`config.mk`:
```
export PLATFORM = sky130hd
export DESIGN_NAME = i2c_master_write_queue_flat
export DESIGN_NICKNAME = d
export VERILOG_FILES = /design/src/sv/i2cmwq_pkg.sv /design/src/sv/i2cmwq_if.sv /design/src/sv/i2cmwq_ram.sv /design/src/sv/i2cmwq_ctrl.sv /design/src/sv/i2cmwq_dp.sv /design/src/sv/i2c_master_write_queue.sv /design/src/flat_wrapper.sv
export VERILOG_INCLUDE_DIRS = /design/src /design/src/sv
export SDC_FILE = /design/constraint.sdc
export NUM_CORES = 2
export LEC_CHECK = 0
export BUFFER_PORTS_ARGS = -buffer_cell sky130_fd_sc_hd__buf_2
export CORE_UTILIZATION = 30
export CTS_BUF_LIST = sky130_fd_sc_hd__clkbuf_16
export CTS_CLUSTER_DIAMETER = 30
export DETAILED_ROUTE_END_ITERATION = 12
export SLEW_MARGIN = 0
export SYNTH_ARGS = -nofsm -noshare
export SYNTH_HDL_FRONTEND = slang
export SYNTH_HIERARCHICAL = 1
export SYNTH_SLANG_ARGS = --single-unit
```
`constraint.sdc`:
```
create_clock -name clk -period 28.4 [get_ports clk]
set_input_delay 4.26 -clock clk [delete_from_list [all_inputs] [get_ports clk]]
set_output_delay 4.26 -clock clk [all_outputs]
set_load 0.02 [all_outputs]
```
`src/sv/i2c_master_write_queue_macros.svh`:
```
// Assertion macros for the I2C master write queue.
// Depends on nothing; included by the top level.
`ifndef I2C_MASTER_WRITE_QUEUE_MACROS_SVH
`define I2C_MASTER_WRITE_QUEUE_MACROS_SVH

// Same-cycle implication, disabled during reset.
`define I2CMWQ_ASSERT_NOW(label, clk, rst, ante, cons, msg) \
  label: assert property (@(posedge clk) disable iff (rst) (ante) |-> (cons)) else $error(msg);

// Next-cycle implication, disabled during reset.
`define I2CMWQ_ASSERT_NEXT(label, clk, rst, ante, cons, msg) \
  label: assert property (@(posedge clk) disable iff (rst) (ante) |=> (cons)) else $error(msg);

`endif

```
`src/sv/i2cmwq_pkg.sv`:
```
// Shared types and constants of the I2C master write queue.
// Depends on nothing; used by the controller, datapath, top level and testbench.
`default_nettype none

package i2cmwq_pkg;

  localparam int STREAM_DEPTH_DEF = 256;
  localparam int FRAME_DEPTH_DEF  = 64;

  localparam int CFG_IDX_W  = 2;
  localparam int CFG_DATA_W = 16;

  localparam logic [CFG_IDX_W-1:0] CFG_SLAVE_ADDRESS = 2'd0;
  localparam logic [CFG_IDX_W-1:0] CFG_TIMEOUT_TICKS = 2'd1;
  localparam logic [CFG_IDX_W-1:0] CFG_MIN_GAP_TICKS = 2'd2;
  localparam logic [CFG_IDX_W-1:0] CFG_BLOCK_MARKER  = 2'd3;

  localparam logic [15:0] TIMEOUT_RESET = 16'd1000;
  localparam logic [7:0]  MIN_GAP_RESET = 8'd4;
  localparam logic [7:0]  MARKER_RESET  = 8'd170;

  // Header overhead: marker, length and one spare entry.
  localparam int HDR_OVERHEAD = 3;

  typedef enum logic [2:0] {
    OP_TICK   = 3'd0,
    OP_HEADER = 3'd1,
    OP_BYTE   = 3'd2,
    OP_EVENT  = 3'd3,
    OP_ERROR  = 3'd4
  } op_t;

  typedef enum logic [2:0] {
    PH_IDLE  = 3'd0,
    PH_START = 3'd1,
    PH_ADDR  = 3'd2,
    PH_DATA  = 3'd3,
    PH_STOP  = 3'd4
  } phase_t;

  typedef enum logic [3:0] {
    C_IDLE,
    C_EXEC,
    C_JOB,
    C_HDR2,
    C_SKIP_RD,
    C_SKIP_CHK,
    C_LEN_RD,
    C_LEN,
    C_COPY_CHK,
    C_COPY_WR,
    C_FRAME_OUT,
    C_DONE
  } ctrl_state_t;

  typedef struct packed {
    logic latch;
    logic tick_inc;
    logic set_timeout;
    logic set_enable;
    logic hdr_push1;
    logic hdr_reject;
    logic hdr_push2;
    logic byte_push;
    logic event_apply;
    logic frame_read;
    logic frame_out;
    logic error_apply;
    logic stream_read;
    logic len_load;
    logic copy_push;
    logic job_start;
    logic load_out;
  } cmd_t;

  typedef struct packed {
    op_t  op;
    logic s_empty;
    logic busy;
    logic timed_out;
    logic gap_short;
    logic hdr_fits;
    logic byte_ok;
    logic evt_frame;
    logic rd_is_marker;
    logic copy_done;
    logic out_free;
  } sts_t;

endpackage

`default_nettype wire

```
`src/sv/i2cmwq_if.sv`:
```
// Channel interfaces of the I2C master write queue: request and response.
// Depends on nothing.
`default_nettype none

interface i2cmwq_req_if;
  logic       valid;
  logic       ready;
  logic [2:0] operation;
  logic [7:0] payload;
  logic       start_flag;
  logic       address_flag;
  logic       byte_done_flag;
  logic       tx_empty_flag;

  modport source (output valid, operation, payload, start_flag, address_flag,
                  byte_done_flag, tx_empty_flag, input ready);
  modport sink (input valid, operation, payload, start_flag, address_flag,
                byte_done_flag, tx_empty_flag, output ready);
endinterface

interface i2cmwq_rsp_if;
  logic       valid;
  logic       ready;
  logic       accepted;
  logic       start_request;
  logic       stop_request;
  logic       data_valid;
  logic [7:0] data_byte;
  logic       ack_enable;
  logic       bus_enable;
  logic [2:0] phase;

  modport source (output valid, accepted, start_request, stop_request, data_valid,
                  data_byte, ack_enable, bus_enable, phase, input ready);
  modport sink (input valid, accepted, start_request, stop_request, data_valid,
                data_byte, ack_enable, bus_enable, phase, output ready);
endinterface

`default_nettype wire

```
`src/sv/i2cmwq_ram.sv`:
```
// Generic single-write, single-read RAM with registered read data.
// Depends on nothing.
`default_nettype none

module i2cmwq_ram #(
  parameter int WIDTH = 8,
  parameter int DEPTH = 256
) (
  input  wire logic                     clk,
  input  wire logic                     we,
  input  wire logic [$clog2(DEPTH)-1:0] waddr,
  input  wire logic [WIDTH-1:0]         wdata,
  input  wire logic [$clog2(DEPTH)-1:0] raddr,
  output logic      [WIDTH-1:0]         rdata
);

  logic [WIDTH-1:0] mem [DEPTH];

  always_ff @(posedge clk) begin
    if (we) begin
      mem[waddr] <= wdata;
    end
    rdata <= mem[raddr];
  end

endmodule

`default_nettype wire

```
`src/sv/i2cmwq_ctrl.sv`:
```
// Sequencing state machine of the I2C master write queue.
// Depends on i2cmwq_pkg; drives the datapath through cmd_t.
`default_nettype none

module i2cmwq_ctrl (
  input  wire logic              clk,
  input  wire logic              rst,
  input  wire logic              in_valid,
  input  wire i2cmwq_pkg::sts_t  sts,
  output logic                   in_ready,
  output i2cmwq_pkg::cmd_t       cmd
);

  i2cmwq_pkg::ctrl_state_t state, state_next;

  always_ff @(posedge clk) begin
    if (rst) begin
      state <= i2cmwq_pkg::C_IDLE;
    end else begin
      state <= state_next;
    end
  end

  always_comb begin
    state_next = state;
    cmd        = '0;
    in_ready   = 1'b0;
    unique case (state)
      i2cmwq_pkg::C_IDLE: begin
        in_ready = 1'b1;
        if (in_valid) begin
          cmd.latch  = 1'b1;
          state_next = i2cmwq_pkg::C_EXEC;
        end
      end
      i2cmwq_pkg::C_EXEC: begin
        state_next = i2cmwq_pkg::C_DONE;
        unique case (sts.op)
          i2cmwq_pkg::OP_TICK: begin
            cmd.tick_inc = 1'b1;
            state_next   = i2cmwq_pkg::C_JOB;
          end
          i2cmwq_pkg::OP_HEADER: begin
            if (sts.hdr_fits) begin
              cmd.hdr_push1 = 1'b1;
              state_next    = i2cmwq_pkg::C_HDR2;
            end else begin
              cmd.hdr_reject = 1'b1;
            end
          end
          i2cmwq_pkg::OP_BYTE: begin
            cmd.byte_push = sts.byte_ok;
          end
          i2cmwq_pkg::OP_EVENT: begin
            cmd.event_apply = 1'b1;
            if (sts.evt_frame) begin
              cmd.frame_read = 1'b1;
              state_next     = i2cmwq_pkg::C_FRAME_OUT;
            end
          end
          i2cmwq_pkg::OP_ERROR: begin
            cmd.error_apply = 1'b1;
          end
          default: begin
          end
        endcase
      end
      i2cmwq_pkg::C_JOB: begin
        state_next = i2cmwq_pkg::C_DONE;
        if (!sts.s_empty) begin
          if (sts.busy) begin
            cmd.set_timeout = sts.timed_out;
          end else begin
            cmd.set_enable = 1'b1;
            if (!sts.gap_short) begin
              state_next = i2cmwq_pkg::C_SKIP_RD;
            end
          end
        end
      end
      i2cmwq_pkg::C_HDR2: begin
        cmd.hdr_push2 = 1'b1;
        state_next    = i2cmwq_pkg::C_DONE;
      end
      i2cmwq_pkg::C_SKIP_RD: begin
        cmd.stream_read = 1'b1;
        state_next      = i2cmwq_pkg::C_SKIP_CHK;
      end
      i2cmwq_pkg::C_SKIP_CHK: begin
        priority if (sts.rd_is_marker && !sts.s_empty) begin
          state_next = i2cmwq_pkg::C_LEN_RD;
        end else if (sts.s_empty) begin
          state_next = i2cmwq_pkg::C_DONE;
        end else begin
          state_next = i2cmwq_pkg::C_SKIP_RD;
        end
      end
      i2cmwq_pkg::C_LEN_RD: begin
        cmd.stream_read = 1'b1;
        state_next      = i2cmwq_pkg::C_LEN;
      end
      i2cmwq_pkg::C_LEN: begin
        cmd.len_load = 1'b1;
        state_next   = i2cmwq_pkg::C_COPY_CHK;
      end
      i2cmwq_pkg::C_COPY_CHK: begin
        priority if (sts.copy_done) begin
          cmd.job_start = 1'b1;
          state_next    = i2cmwq_pkg::C_DONE;
        end else if (sts.s_empty) begin
          state_next = i2cmwq_pkg::C_DONE;
        end else begin
          cmd.stream_read = 1'b1;
          state_next      = i2cmwq_pkg::C_COPY_WR;
        end
      end
      i2cmwq_pkg::C_COPY_WR: begin
        cmd.copy_push = 1'b1;
        state_next    = i2cmwq_pkg::C_COPY_CHK;
      end
      i2cmwq_pkg::C_FRAME_OUT: begin
        cmd.frame_out = 1'b1;
        state_next    = i2cmwq_pkg::C_DONE;
      end
      i2cmwq_pkg::C_DONE: begin
        if (sts.out_free) begin
          cmd.load_out = 1'b1;
          state_next   = i2cmwq_pkg::C_IDLE;
        end
      end
      default: begin
        state_next = i2cmwq_pkg::C_IDLE;
      end
    endcase
  end

endmodule

`default_nettype wire

```
`src/sv/i2cmwq_dp.sv`:
```
// Datapath of the I2C master write queue: config, stream and frame stores,
// bus state, timers and the output register. Depends on i2cmwq_pkg, i2cmwq_ram.
`default_nettype none

module i2cmwq_dp #(
  parameter int STREAM_DEPTH = i2cmwq_pkg::STREAM_DEPTH_DEF,
  parameter int FRAME_DEPTH  = i2cmwq_pkg::FRAME_DEPTH_DEF
) (
  input  wire logic                                clk,
  input  wire logic                                rst,
  input  wire logic                                cfg_we,
  input  wire logic [i2cmwq_pkg::CFG_IDX_W-1:0]    cfg_index,
  input  wire logic [i2cmwq_pkg::CFG_DATA_W-1:0]   cfg_data,
  input  wire logic [2:0]                          in_operation,
  input  wire logic [7:0]                          in_payload,
  input  wire logic                                in_start,
  input  wire logic                                in_address,
  input  wire logic                                in_byte_done,
  input  wire logic                                in_tx_empty,
  input  wire i2cmwq_pkg::cmd_t                    cmd,
  output i2cmwq_pkg::sts_t                         sts,
  input  wire logic                                out_ready,
  output logic                                     out_valid,
  output logic                                     out_accepted,
  output logic                                     out_start,
  output logic                                     out_stop,
  output logic                                     out_dv,
  output logic [7:0]                               out_db,
  output logic                                     out_ack,
  output logic                                     out_enable,
  output logic [2:0]                               out_phase
);

  localparam int SAW = $clog2(STREAM_DEPTH);
  localparam int FAW = $clog2(FRAME_DEPTH);
  localparam int HW  = ((SAW > 8) ? SAW : 8) + 2;

  // configuration
  logic [6:0]  slave_address;
  logic [15:0] timeout_ticks;
  logic [7:0]  min_gap_ticks;
  logic [7:0]  block_marker;

  // latched item
  logic [2:0] item_op;
  logic [7:0] item_payload;
  logic       item_start;
  logic       item_address;
  logic       item_byte_done;
  logic       item_tx_empty;

  // bus and job state
  logic [SAW-1:0]       s_rptr;
  logic [SAW:0]         s_count;
  logic [FAW-1:0]       f_rptr;
  logic [FAW:0]         f_count;
  i2cmwq_pkg::phase_t   phase;
  logic [31:0]          tick_counter;
  logic [31:0]          activity_stamp;
  logic                 enabled;
  logic                 drop_rest;
  logic [7:0]           amount;
  logic [7:0]           copy_i;

  // pending result
  logic       res_acc;
  logic       res_start;
  logic       res_stop;
  logic       res_dv;
  logic [7:0] res_db;
  logic       res_ack;

  logic [7:0]     s_rdata;
  logic [7:0]     f_rdata;
  logic           s_we;
  logic [7:0]     s_wdata;
  logic [SAW:0]   s_wsum;
  logic [SAW-1:0] s_waddr;
  logic [FAW:0]   f_wsum;
  logic [FAW-1:0] f_waddr;
  logic           f_we;
  logic [31:0]    elapsed;
  logic [HW-1:0]  hdr_need;
  logic [SAW-1:0] s_rptr_inc;
  logic [FAW-1:0] f_rptr_inc;

  always_comb begin
    s_wsum  = {1'b0, s_rptr} + s_count;
    s_waddr = (s_wsum >= (SAW+1)'(STREAM_DEPTH)) ?
              SAW'(s_wsum - (SAW+1)'(STREAM_DEPTH)) : s_wsum[SAW-1:0];
    f_wsum  = {1'b0, f_rptr} + f_count;
    f_waddr = (f_wsum >= (FAW+1)'(FRAME_DEPTH)) ?
              FAW'(f_wsum - (FAW+1)'(FRAME_DEPTH)) : f_wsum[FAW-1:0];
    s_rptr_inc = (s_rptr == SAW'(STREAM_DEPTH - 1)) ? '0 : s_rptr + 1'b1;
    f_rptr_inc = (f_rptr == FAW'(FRAME_DEPTH - 1)) ? '0 : f_rptr + 1'b1;
    s_we    = cmd.hdr_push1 | cmd.hdr_push2 | cmd.byte_push;
    s_wdata = cmd.hdr_push1 ? block_marker : item_payload;
    f_we    = cmd.copy_push && (f_count < (FAW+1)'(FRAME_DEPTH));
    elapsed = tick_counter - activity_stamp;
    hdr_need = HW'(s_count) + HW'(item_payload) + HW'(i2cmwq_pkg::HDR_OVERHEAD);
  end

  always_comb begin
    sts.op           = i2cmwq_pkg::op_t'(item_op);
    sts.s_empty      = (s_count == '0);
    sts.busy         = (phase != i2cmwq_pkg::PH_IDLE);
    sts.timed_out    = (elapsed > {16'd0, timeout_ticks});
    sts.gap_short    = (elapsed < {24'd0, min_gap_ticks});
    sts.hdr_fits     = (hdr_need <= HW'(STREAM_DEPTH));
    sts.byte_ok      = !drop_rest && (s_count < (SAW+1)'(STREAM_DEPTH));
    sts.evt_frame    = !item_start && !item_address && !item_byte_done &&
                       item_tx_empty && (f_count != '0);
    sts.rd_is_marker = (s_rdata == block_marker);
    sts.copy_done    = (copy_i == amount);
    sts.out_free     = !out_valid || out_ready;
  end

  i2cmwq_ram #(.WIDTH(8), .DEPTH(STREAM_DEPTH)) u_stream_ram (
    .clk   (clk),
    .we    (s_we),
    .waddr (s_waddr),
    .wdata (s_wdata),
    .raddr (s_rptr),
    .rdata (s_rdata)
  );

  i2cmwq_ram #(.WIDTH(8), .DEPTH(FRAME_DEPTH)) u_frame_ram (
    .clk   (clk),
    .we    (f_we),
    .waddr (f_waddr),
    .wdata (s_rdata),
    .raddr (f_rptr),
    .rdata (f_rdata)
  );

  // control state
  always_ff @(posedge clk) begin
    if (rst) begin
      slave_address  <= '0;
      timeout_ticks  <= i2cmwq_pkg::TIMEOUT_RESET;
      min_gap_ticks  <= i2cmwq_pkg::MIN_GAP_RESET;
      block_marker   <= i2cmwq_pkg::MARKER_RESET;
      s_rptr         <= '0;
      s_count        <= '0;
      f_rptr         <= '0;
      f_count        <= '0;
      phase          <= i2cmwq_pkg::PH_IDLE;
      tick_counter   <= '0;
      activity_stamp <= '0;
      enabled        <= 1'b1;
      drop_rest      <= 1'b0;
      out_valid      <= 1'b0;
    end else begin
      if (cfg_we) begin
        unique case (cfg_index)
          i2cmwq_pkg::CFG_SLAVE_ADDRESS: slave_address <= cfg_data[6:0];
          i2cmwq_pkg::CFG_TIMEOUT_TICKS: timeout_ticks <= cfg_data[15:0];
          i2cmwq_pkg::CFG_MIN_GAP_TICKS: min_gap_ticks <= cfg_data[7:0];
          i2cmwq_pkg::CFG_BLOCK_MARKER:  block_marker  <= cfg_data[7:0];
          default: begin
          end
        endcase
      end
      if (s_we) begin
        s_count <= s_count + 1'b1;
      end
      if (cmd.stream_read) begin
        s_rptr  <= s_rptr_inc;
        s_count <= s_count - 1'b1;
      end
      if (f_we) begin
        f_count <= f_count + 1'b1;
      end
      if (cmd.frame_read) begin
        f_rptr  <= f_rptr_inc;
        f_count <= f_count - 1'b1;
      end
      if (cmd.tick_inc) begin
        tick_counter <= tick_counter + 32'd1;
      end
      if (cmd.hdr_push1) begin
        drop_rest <= 1'b0;
      end
      if (cmd.hdr_reject) begin
        drop_rest <= 1'b1;
      end
      if (cmd.set_timeout) begin
        enabled <= 1'b0;
        phase   <= i2cmwq_pkg::PH_IDLE;
      end
      if (cmd.set_enable) begin
        enabled <= 1'b1;
      end
      if (cmd.job_start) begin
        phase <= i2cmwq_pkg::PH_START;
      end
      if (cmd.error_apply) begin
        phase          <= i2cmwq_pkg::PH_IDLE;
        activity_stamp <= tick_counter;
      end
      if (cmd.event_apply) begin
        activity_stamp <= tick_counter;
        priority if (item_start) begin
          phase <= i2cmwq_pkg::PH_ADDR;
        end else if (item_address) begin
          phase <= (f_count == '0) ? i2cmwq_pkg::PH_IDLE : i2cmwq_pkg::PH_DATA;
        end else if (item_byte_done) begin
          phase <= i2cmwq_pkg::PH_IDLE;
        end else if (item_tx_empty && (f_count == '0)) begin
          phase <= i2cmwq_pkg::PH_STOP;
        end else begin
        end
      end
      if (cmd.frame_out) begin
        phase <= i2cmwq_pkg::PH_DATA;
      end
      if (cmd.load_out) begin
        out_valid <= 1'b1;
      end else if (out_ready) begin
        out_valid <= 1'b0;
      end
    end
  end

  // payload registers
  always_ff @(posedge clk) begin
    if (cmd.latch) begin
      item_op        <= in_operation;
      item_payload   <= in_payload;
      item_start     <= in_start;
      item_address   <= in_address;
      item_byte_done <= in_byte_done;
      item_tx_empty  <= in_tx_empty;
      res_acc        <= 1'b0;
      res_start      <= 1'b0;
      res_stop       <= 1'b0;
      res_dv         <= 1'b0;
      res_db         <= '0;
      res_ack        <= 1'b0;
    end
    if (cmd.hdr_push1 || cmd.byte_push) begin
      res_acc <= 1'b1;
    end
    if (cmd.job_start) begin
      res_start <= 1'b1;
    end
    if (cmd.len_load) begin
      amount <= s_rdata;
      copy_i <= '0;
    end
    if (cmd.copy_push) begin
      copy_i <= copy_i + 8'd1;
    end
    if (cmd.event_apply) begin
      priority if (item_start) begin
        res_ack <= 1'b1;
        res_dv  <= 1'b1;
        res_db  <= {slave_address, 1'b0};
      end else if (item_address) begin
        res_stop <= (f_count == '0);
        res_ack  <= (f_count != '0);
      end else if (item_byte_done) begin
        res_stop <= 1'b1;
      end else if (item_tx_empty && (f_count == '0)) begin
        res_stop <= 1'b1;
      end else begin
      end
    end
    if (cmd.frame_out) begin
      res_ack <= 1'b1;
      res_dv  <= 1'b1;
      res_db  <= f_rdata;
    end
    if (cmd.load_out) begin
      out_accepted <= res_acc;
      out_start    <= res_start;
      out_stop     <= res_stop;
      out_dv       <= res_dv;
      out_db       <= res_db;
      out_ack      <= res_ack;
      out_enable   <= enabled;
      out_phase    <= phase;
    end
  end

endmodule

`default_nettype wire

```
`src/sv/i2c_master_write_queue.sv`:
```
// Top level of the I2C master write queue: controller, datapath and checks.
// Depends on i2cmwq_pkg, i2cmwq_if, i2cmwq_ctrl, i2cmwq_dp and the macro header.
`default_nettype none
`include "i2c_master_write_queue_macros.svh"

// Queues I2C master write messages and sequences a bus master through them.
// Each request word (tick, header, message byte, bus event, bus error) yields
// exactly one response word. One word is in work at a time; a finished
// response waits in the output register while the next request is taken.
// A byte, an error, a rejected header, an unknown operation and most bus
// events go from the execute state to the done state; an accepted header
// adds a second push state and a bus event that sends a frame byte adds a
// frame-out state. A tick adds a job state; if the job scans the stream it
// skips bytes up to the marker, reads the length and copies message bytes
// to the frame buffer until the length is met or the stream runs dry. The
// stream memory has one registered read port, so each popped byte has a read
// state and a check or copy state. The done state holds while a response word
// still waits in the output register. Both stores are plain memories with no
// reset and no clearing pass; only written entries are ever read.
// Configuration writes may come at any time the block is idle.
module i2c_master_write_queue #(
  parameter int STREAM_DEPTH = i2cmwq_pkg::STREAM_DEPTH_DEF,
  parameter int FRAME_DEPTH  = i2cmwq_pkg::FRAME_DEPTH_DEF
) (
  input  wire logic                              clk,
  input  wire logic                              rst,
  i2cmwq_req_if.sink                             req,
  i2cmwq_rsp_if.source                           rsp,
  input  wire logic                              cfg_we,
  input  wire logic [i2cmwq_pkg::CFG_IDX_W-1:0]  cfg_index,
  input  wire logic [i2cmwq_pkg::CFG_DATA_W-1:0] cfg_data
);

  i2cmwq_pkg::cmd_t cmd;
  i2cmwq_pkg::sts_t sts;
  logic             in_ready;

  // Controller: one state per step of each request word's handling.
  i2cmwq_ctrl u_ctrl (
    .clk      (clk),
    .rst      (rst),
    .in_valid (req.valid),
    .sts      (sts),
    .in_ready (in_ready),
    .cmd      (cmd)
  );

  assign req.ready = in_ready;

  // Datapath: stores, pointers, timers and the response register.
  i2cmwq_dp #(
    .STREAM_DEPTH (STREAM_DEPTH),
    .FRAME_DEPTH  (FRAME_DEPTH)
  ) u_dp (
    .clk          (clk),
    .rst          (rst),
    .cfg_we       (cfg_we),
    .cfg_index    (cfg_index),
    .cfg_data     (cfg_data),
    .in_operation (req.operation),
    .in_payload   (req.payload),
    .in_start     (req.start_flag),
    .in_address   (req.address_flag),
    .in_byte_done (req.byte_done_flag),
    .in_tx_empty  (req.tx_empty_flag),
    .cmd          (cmd),
    .sts          (sts),
    .out_ready    (rsp.ready),
    .out_valid    (rsp.valid),
    .out_accepted (rsp.accepted),
    .out_start    (rsp.start_request),
    .out_stop     (rsp.stop_request),
    .out_dv       (rsp.data_valid),
    .out_db       (rsp.data_byte),
    .out_ack      (rsp.ack_enable),
    .out_enable   (rsp.bus_enable),
    .out_phase    (rsp.phase)
  );

  // One word in work at a time: no accept right after an accept.
  `I2CMWQ_ASSERT_NEXT(a_one_in_work, clk, rst, req.valid && req.ready, !req.ready, "second word taken while one is in work")
  // A data byte always goes out with the acknowledge enable set.
  `I2CMWQ_ASSERT_NOW(a_dv_ack, clk, rst, rsp.valid && rsp.data_valid, rsp.ack_enable, "data without ack enable")
  // A start request leaves the controller in the start phase.
  `I2CMWQ_ASSERT_NOW(a_start_phase, clk, rst, rsp.valid && rsp.start_request, rsp.phase == i2cmwq_pkg::PH_START, "start request outside start phase")
  // A stored word never carries a bus request.
  `I2CMWQ_ASSERT_NOW(a_acc_quiet, clk, rst, rsp.valid && rsp.accepted, !rsp.start_request && !rsp.stop_request && !rsp.data_valid, "bus request on a stored word")

endmodule

`default_nettype wire

```
`src/flat_wrapper.sv`:
```
// flat-port wrapper written by rule: the top's interface ports become plain ports
module i2c_master_write_queue_flat 
#(
  parameter int STREAM_DEPTH = i2cmwq_pkg::STREAM_DEPTH_DEF,
  parameter int FRAME_DEPTH  = i2cmwq_pkg::FRAME_DEPTH_DEF
)
  (clk, rst, cfg_we, cfg_index, cfg_data, req_valid, req_operation, req_payload, req_start_flag, req_address_flag, req_byte_done_flag, req_tx_empty_flag, req_ready, rsp_valid, rsp_accepted, rsp_start_request, rsp_stop_request, rsp_data_valid, rsp_data_byte, rsp_ack_enable, rsp_bus_enable, rsp_phase, rsp_ready);
  i2cmwq_req_if req_i ();
  i2cmwq_rsp_if rsp_i ();
  input  wire logic clk;
  input  wire logic rst;
  input  wire logic cfg_we;
  input  wire logic [i2cmwq_pkg::CFG_IDX_W-1:0] cfg_index;
  input  wire logic [i2cmwq_pkg::CFG_DATA_W-1:0] cfg_data;
  input wire logic [$bits(req_i.valid)-1:0] req_valid;
  input wire logic [$bits(req_i.operation)-1:0] req_operation;
  input wire logic [$bits(req_i.payload)-1:0] req_payload;
  input wire logic [$bits(req_i.start_flag)-1:0] req_start_flag;
  input wire logic [$bits(req_i.address_flag)-1:0] req_address_flag;
  input wire logic [$bits(req_i.byte_done_flag)-1:0] req_byte_done_flag;
  input wire logic [$bits(req_i.tx_empty_flag)-1:0] req_tx_empty_flag;
  output wire logic [$bits(req_i.ready)-1:0] req_ready;
  output wire logic [$bits(rsp_i.valid)-1:0] rsp_valid;
  output wire logic [$bits(rsp_i.accepted)-1:0] rsp_accepted;
  output wire logic [$bits(rsp_i.start_request)-1:0] rsp_start_request;
  output wire logic [$bits(rsp_i.stop_request)-1:0] rsp_stop_request;
  output wire logic [$bits(rsp_i.data_valid)-1:0] rsp_data_valid;
  output wire logic [$bits(rsp_i.data_byte)-1:0] rsp_data_byte;
  output wire logic [$bits(rsp_i.ack_enable)-1:0] rsp_ack_enable;
  output wire logic [$bits(rsp_i.bus_enable)-1:0] rsp_bus_enable;
  output wire logic [$bits(rsp_i.phase)-1:0] rsp_phase;
  input wire logic [$bits(rsp_i.ready)-1:0] rsp_ready;
  assign req_i.valid = req_valid;
  assign req_i.operation = req_operation;
  assign req_i.payload = req_payload;
  assign req_i.start_flag = req_start_flag;
  assign req_i.address_flag = req_address_flag;
  assign req_i.byte_done_flag = req_byte_done_flag;
  assign req_i.tx_empty_flag = req_tx_empty_flag;
  assign req_ready = req_i.ready;
  assign rsp_valid = rsp_i.valid;
  assign rsp_accepted = rsp_i.accepted;
  assign rsp_start_request = rsp_i.start_request;
  assign rsp_stop_request = rsp_i.stop_request;
  assign rsp_data_valid = rsp_i.data_valid;
  assign rsp_data_byte = rsp_i.data_byte;
  assign rsp_ack_enable = rsp_i.ack_enable;
  assign rsp_bus_enable = rsp_i.bus_enable;
  assign rsp_phase = rsp_i.phase;
  assign rsp_i.ready = rsp_ready;
  i2c_master_write_queue #(.STREAM_DEPTH(STREAM_DEPTH), .FRAME_DEPTH(FRAME_DEPTH)) u_core (.clk(clk), .rst(rst), .req(req_i), .rsp(rsp_i), .cfg_we(cfg_we), .cfg_index(cfg_index), .cfg_data(cfg_data));
endmodule
```
# After elaboration in Yosys (flattened, before gate mapping)
# Memory sizes are Yosys's and may differ from the RTL's. A register that Yosys moved wholly into a read port is not among the register bits.
# Index checks and enable logic that the tools add are counted.
dict set report op_classes {
  n_addsub 15
  magnitude_cmp 7
  n_eq_ne 24
  muxes 91
  n_bitwise 2
  reduce_logical 39
}
# operator n
set ops {}
lappend ops {{$mux W8} 9}
lappend ops {{$mux W32} 2}
lappend ops {{$mux W1} 45}
lappend ops {{$pmux W4 S10} 1}
lappend ops {{$mux W4} 9}
lappend ops {{$add A32 B1 Y32 const B} 1}
lappend ops {{$gt A32 B16 Y1} 1}
lappend ops {{$lt A32 B8 Y1} 1}
lappend ops {{$sub A32 B32 Y32} 1}
lappend ops {{$mux W3} 9}
lappend ops {{$mux W9} 2}
lappend ops {{$add A8 B1 Y8 const B} 2}
lappend ops {{$eq A4 B3 Y1 const B} 4}
lappend ops {{$eq A4 B4 Y1 const B} 4}
lappend ops {{$eq A8 B8 Y1} 2}
lappend ops {{$mux W2} 8}
lappend ops {{$mux W7} 2}
lappend ops {{$mux W6} 2}
lappend ops {{$pmux W4 S3} 1}
lappend ops {{$reduce_bool A2 Y1} 6}
lappend ops {{$add A10 B2 Y10 const B} 1}
lappend ops {{$add A9 B8 Y10} 1}
lappend ops {{$le A10 B9 Y1 const B} 1}
lappend ops {{$reduce_and A2 Y1} 5}
lappend ops {{37 further kinds} 58}
dict set report word_totals {
  ff_bits 204
  mem_bits_rw 2560
  wordCells 218
  n_memories 2
}
# name depth word_bits rd rd_ports_with_merged_regs wr line
set mem_list {}
lappend mem_list {u_core.u_dp.u_stream_ram.mem 256 8 1 1 1 i2cmwq_ram.sv:17} ;# logic [WIDTH-1:0] mem [DEPTH];
lappend mem_list {u_core.u_dp.u_frame_ram.mem 64 8 1 1 1 i2cmwq_ram.sv:17}

# Longest topological paths before layout
dict set report depth {
  word_depth 14
  ltp_mapped 24
  mapped_depth_nobuf 24
}

# By module
# The synthesis kept the hierarchy.
# mod instances cells_per_inst area_each_um2 seq_area_each_um2
set by_module_without_submodules {}
lappend by_module_without_submodules {{i2cmwq_ram at u_core.u_dp.u_stream_ram} 1 3733 79556.3 61659.1}
lappend by_module_without_submodules {{i2cmwq_ram at u_core.u_dp.u_frame_ram} 1 994 20290.7 15534.9}
lappend by_module_without_submodules {i2cmwq_dp 1 1398 11838.9 4484.3}
lappend by_module_without_submodules {i2cmwq_ctrl 1 76 511.7 80.1}

# Worst setup path before layout
# No wires, ideal clock.
dict set report synth_timing {
  kind {register -> register}
  from {register u_core.u_dp.s_count[1]}
  to {memory u_core.u_dp.u_stream_ram.mem[0][0] (data pin)}
  setup_ns 2.187
  arrival_time_ns 12.497
  path_slack_ns 13.716
  stages_incl_launch_ff 18
  n_path_buf 1
  cell_sequence {dfxtp_1 inv_1 ha_1 inv_1 ha_1 inv_1 fa_1 inv_1 a21o_1 a21oi_1 o21bai_1 a21o_1 xnor2_1 nand4_1 a221oi_1 nor3b_1 buf_1 o21ai_0}
}
# item line
set synth_rtl {}
lappend synth_rtl {{start: declaration} i2cmwq_dp.sv:54} ;# logic [SAW:0] s_count;
lappend synth_rtl {{start signal: assignment} i2cmwq_dp.sv:165} ;# s_count <= s_count + 1'b1;
lappend synth_rtl {{start signal: assignment} i2cmwq_dp.sv:169} ;# s_count <= s_count - 1'b1;
lappend synth_rtl {{end: declaration} i2cmwq_ram.sv:17}

==> run metrics <==
worst vdd ir=0.0540 mV; HPWL Detailed=174 mm; Post-synth top flop=edfxtp_1; gr usage total=14.9%; WL final=284 mm; Worst Hold Class=flop to flop; GRT overflow=0; initial antenna violation count=5; fraction of layout cells with a size suffix above 1=22.9%; post-CTS setup buffers=0; CTS resizes=0; Slew @ Worst Pin=1.42 ns; Ys Warns=6; Setup violations, final=0; syn_nets=6342; Setup Skew=0.115 ns; power per cell area=82.2 nW/um2; Max Cap Violations=0; Initial Utilization=30.1%; Worst setup EP type=flop; sequential area share after synthesis=72.9%; die area=376000 um2; drt initial violations=5706; CTS Hold Bufs=0; Clock Tree Root=clkbuf_16; Cell Int Power=8.30 mW; Cells after Synth=6201; Final Critical Period=6.81 ns; status=finished, final reports clean; flip-flop and latch count after synthesis=2780; Final Hold Viols=0; final critical-path setup slack=21.59 ns; Max Transition Viols Final=0; Clk pwr share=49.0%; RSZ-0062 raised after global routing=false; CTS Buf Count=438; DRC violation count after routing=0; Worst-path clk slew=0.06 ns; Layout fillers=34400; Area Overhead vs Synth=18.5%; fraction of power spent switching nets=24.0%; CTS tree=yes; drt first pass iters=6; vias in the first global route=61200; wire per inst=24.1 um; Distinct cells, synth=94; Rows=224; vias=60200; Placed Instances=11000; ys async rst share=0%; Core Footprint=372000 um2; net switching power=2.63 mW; I/O pin total=57; CTS max path bufs=4; htree depth=5; clk_lat worst skew=0.94 ns; Util after Layout=35.7%; clk sinks=2780; Avg Cell Area, Syn=18.1 um2; post-route insts no fill=11800; number of flops mapped to enable cells by yosys=2608; pin count of the biggest net entering global routing=148; Reg power frac=44.1%; Worst Setup Start Kind=flop; WS Path Type=flop to flop; DP Worst Slack=21.71 ns; Die Ht=614 um; antenna viol nets, final=0; CP Data Required Time=28.87 ns; final worst-path cycle share=24.0%; setup TNS=0 ns; Logic pwr share=6.9%; P_leak=41.2 nW; arrival time of the worst setup path=7.28 ns; Worst slew margin=4.42%; fin nets=6603; worst-path fanout max=21; Final Wtd Congestion=0.861; Mapped Area=112000 um2; maximum clock frequency=147 MHz; PortBufs=56; vias per cell=5.09; global-route wire length before repair=419 mm; Die X=614 um
[state kept, by name, indices dropped and copies added (netlist names), 9 cells and up]
signal                        count
u_core/u_dp/s_count               9
u_core/u_dp/u_frame_ram/mem     512
u_core/u_dp/timeout_ticks        16
u_core/u_dp/tick_counter         32
u_core/u_dp/u_stream_ram/mem   2048
u_core/u_dp/activity_stamp       32
[layout make-up]
type | instances | area, um2 | share of cell area [%]
sequential | 2780 | 81800 | 61.5
multi-input combinational | 2977 | 28200 | 21.2
clock buffer | 446 | 11200 | 8.40
tap | 4972 | 6220 | 4.68
clock inverter | 370 | 3940 | 2.97
timing repair buffer | 161 | 1160 | 0.872
inverter | 104 | 390 | 0.294
antenna | 5 | 12.5 | 0.00941
[worst max-delay path, cell delays in order, from the launching register on]
cell      delay (ns)
dfxtp_1         0.38
inv_1           0.12
ha_1            0.29
inv_1           0.04
ha_1            0.20
inv_1           0.07
fa_1            0.19
inv_1           0.04
a21o_1          0.18
a21oi_1         0.23
o21bai_1        0.09
a21o_1          0.21
xnor2_1         0.16
nand4_1         0.13
a221oi_1        0.36
nor3b_2         0.24
or3_1           0.91
nand4_1         1.23
buf_4           0.63
nor2_1          0.59
[cell families (layout without fill, tap and decap cells)]
logic type | Yosys count | in the layout | synth area share [%]
flip-flops | 2780 | 2780 | 72.9
adder cells (fa/ha/maj) | 103 | 103 | 1.19
XOR/XNOR | 100 | 100 | 0.781
buffers and inverters | 444 | 1081 | 2.13
multiplexers | 779 | 779 | 13.3
AO/OA/AOI/OAI | 807 | 807 | 4.82
other | 0 | 5 | 0
AND/OR/NAND/NOR | 1188 | 1188 | 4.96
[stage by stage]
stage          power (mW)  hold WS, ns  area [um2]
3_5_place_dp         5.68        0.410      118000
2_1_floorplan        5.39        0.400      112000
3_3_place_gp         5.66        0.408      118000
5_1_grt              11.3        0.428      133000
6_report             10.9        0.425      133000
4_1_cts              11.0        0.428      133000
[final timing paths]
check,slack [ns],start,end,cells after the start
setup reg to reg,21.59,u_core/u_dp/s_count[1],u_core/u_dp/u_stream_ram/mem[139][5],19
hold reg to reg,0.43,u_core/u_dp/res_db[2],u_core/u_dp/out_db[2],0
hold / removal,0.43,u_core/u_dp/res_db[2],u_core/u_dp/out_db[2],0
setup / recovery,21.59,u_core/u_dp/s_count[1],u_core/u_dp/u_stream_ram/mem[139][5],19
[cell usage in the layout, fill, tap and decap left out, drive strengths merged, types with 15 or more instances in the layout]
master,instances
edfxtp,2608
mux4,563
nor2,489
clkbuf,446
a21oi,255
nand2,252
inv,240
mux2i,197
dfxtp,172
buf,161
a22oi,149
clkinv,145
ha,97
o21ai,87
nand3,77
nor2b,62
xnor2,61
nor3,61
o221ai,55
o22ai,47
bufinv,45
clkinvlp,44
nand4,40
xor2,39
nor4,39
nand2b,32
a211oi,31
a21o,28
a221oi,25
and2,24
or3,22
and3,22
mux2,19
o211ai,16
nand3b,15
[power groups by stage]
stage	Sequential, mW	Clock, mW	Combinational (mW)
after floorplan	4.97	0	0.424
after global placement	4.90	0	0.754
after detailed placement	4.90	0	0.773
after CTS	4.82	5.44	0.771
after global routing	4.82	5.62	0.812
final	4.82	5.36	0.753
[cell usage after synthesis, types with 22 or more instances]
library cell | instances | area [um2]
o221ai_1 | 54 | 473
a21o_1 | 28 | 210
a22oi_1 | 149 | 1120
or3_1 | 22 | 138
buf_1 | 28 | 105
dfxtp_1 | 172 | 3440
a211oi_1 | 30 | 225
buf_4 | 31 | 233
nor2_1 | 489 | 1840
clkbuf_1 | 171 | 642
nor2b_1 | 62 | 388
o22ai_1 | 47 | 294
nor3_1 | 61 | 305
nand4_1 | 40 | 250
xor2_1 | 39 | 342
mux2i_1 | 197 | 1970
nand2b_1 | 31 | 194
mux4_2 | 561 | 12600
and2_1 | 24 | 150
inv_1 | 103 | 387
xnor2_1 | 61 | 534
a21oi_1 | 251 | 1260
nand3_1 | 77 | 385
nor4_1 | 36 | 225
nand2_1 | 252 | 946
ha_1 | 97 | 1210
buf_6 | 31 | 349
o21ai_0 | 83 | 415
buf_2 | 55 | 275
a221oi_1 | 23 | 201
edfxtp_1 | 2608 | 78300
[routing by layer]
layer  wire (um)  GRT usage [%]  share of wire (%)
met3       21900           2.99                7.7
met4       11700           6.00                4.1
met2      137000           24.4                 48
met5          20              0             0.0070
met1      114000           19.3                 40
Note: power is estimated with default switching activity, not from simulation.
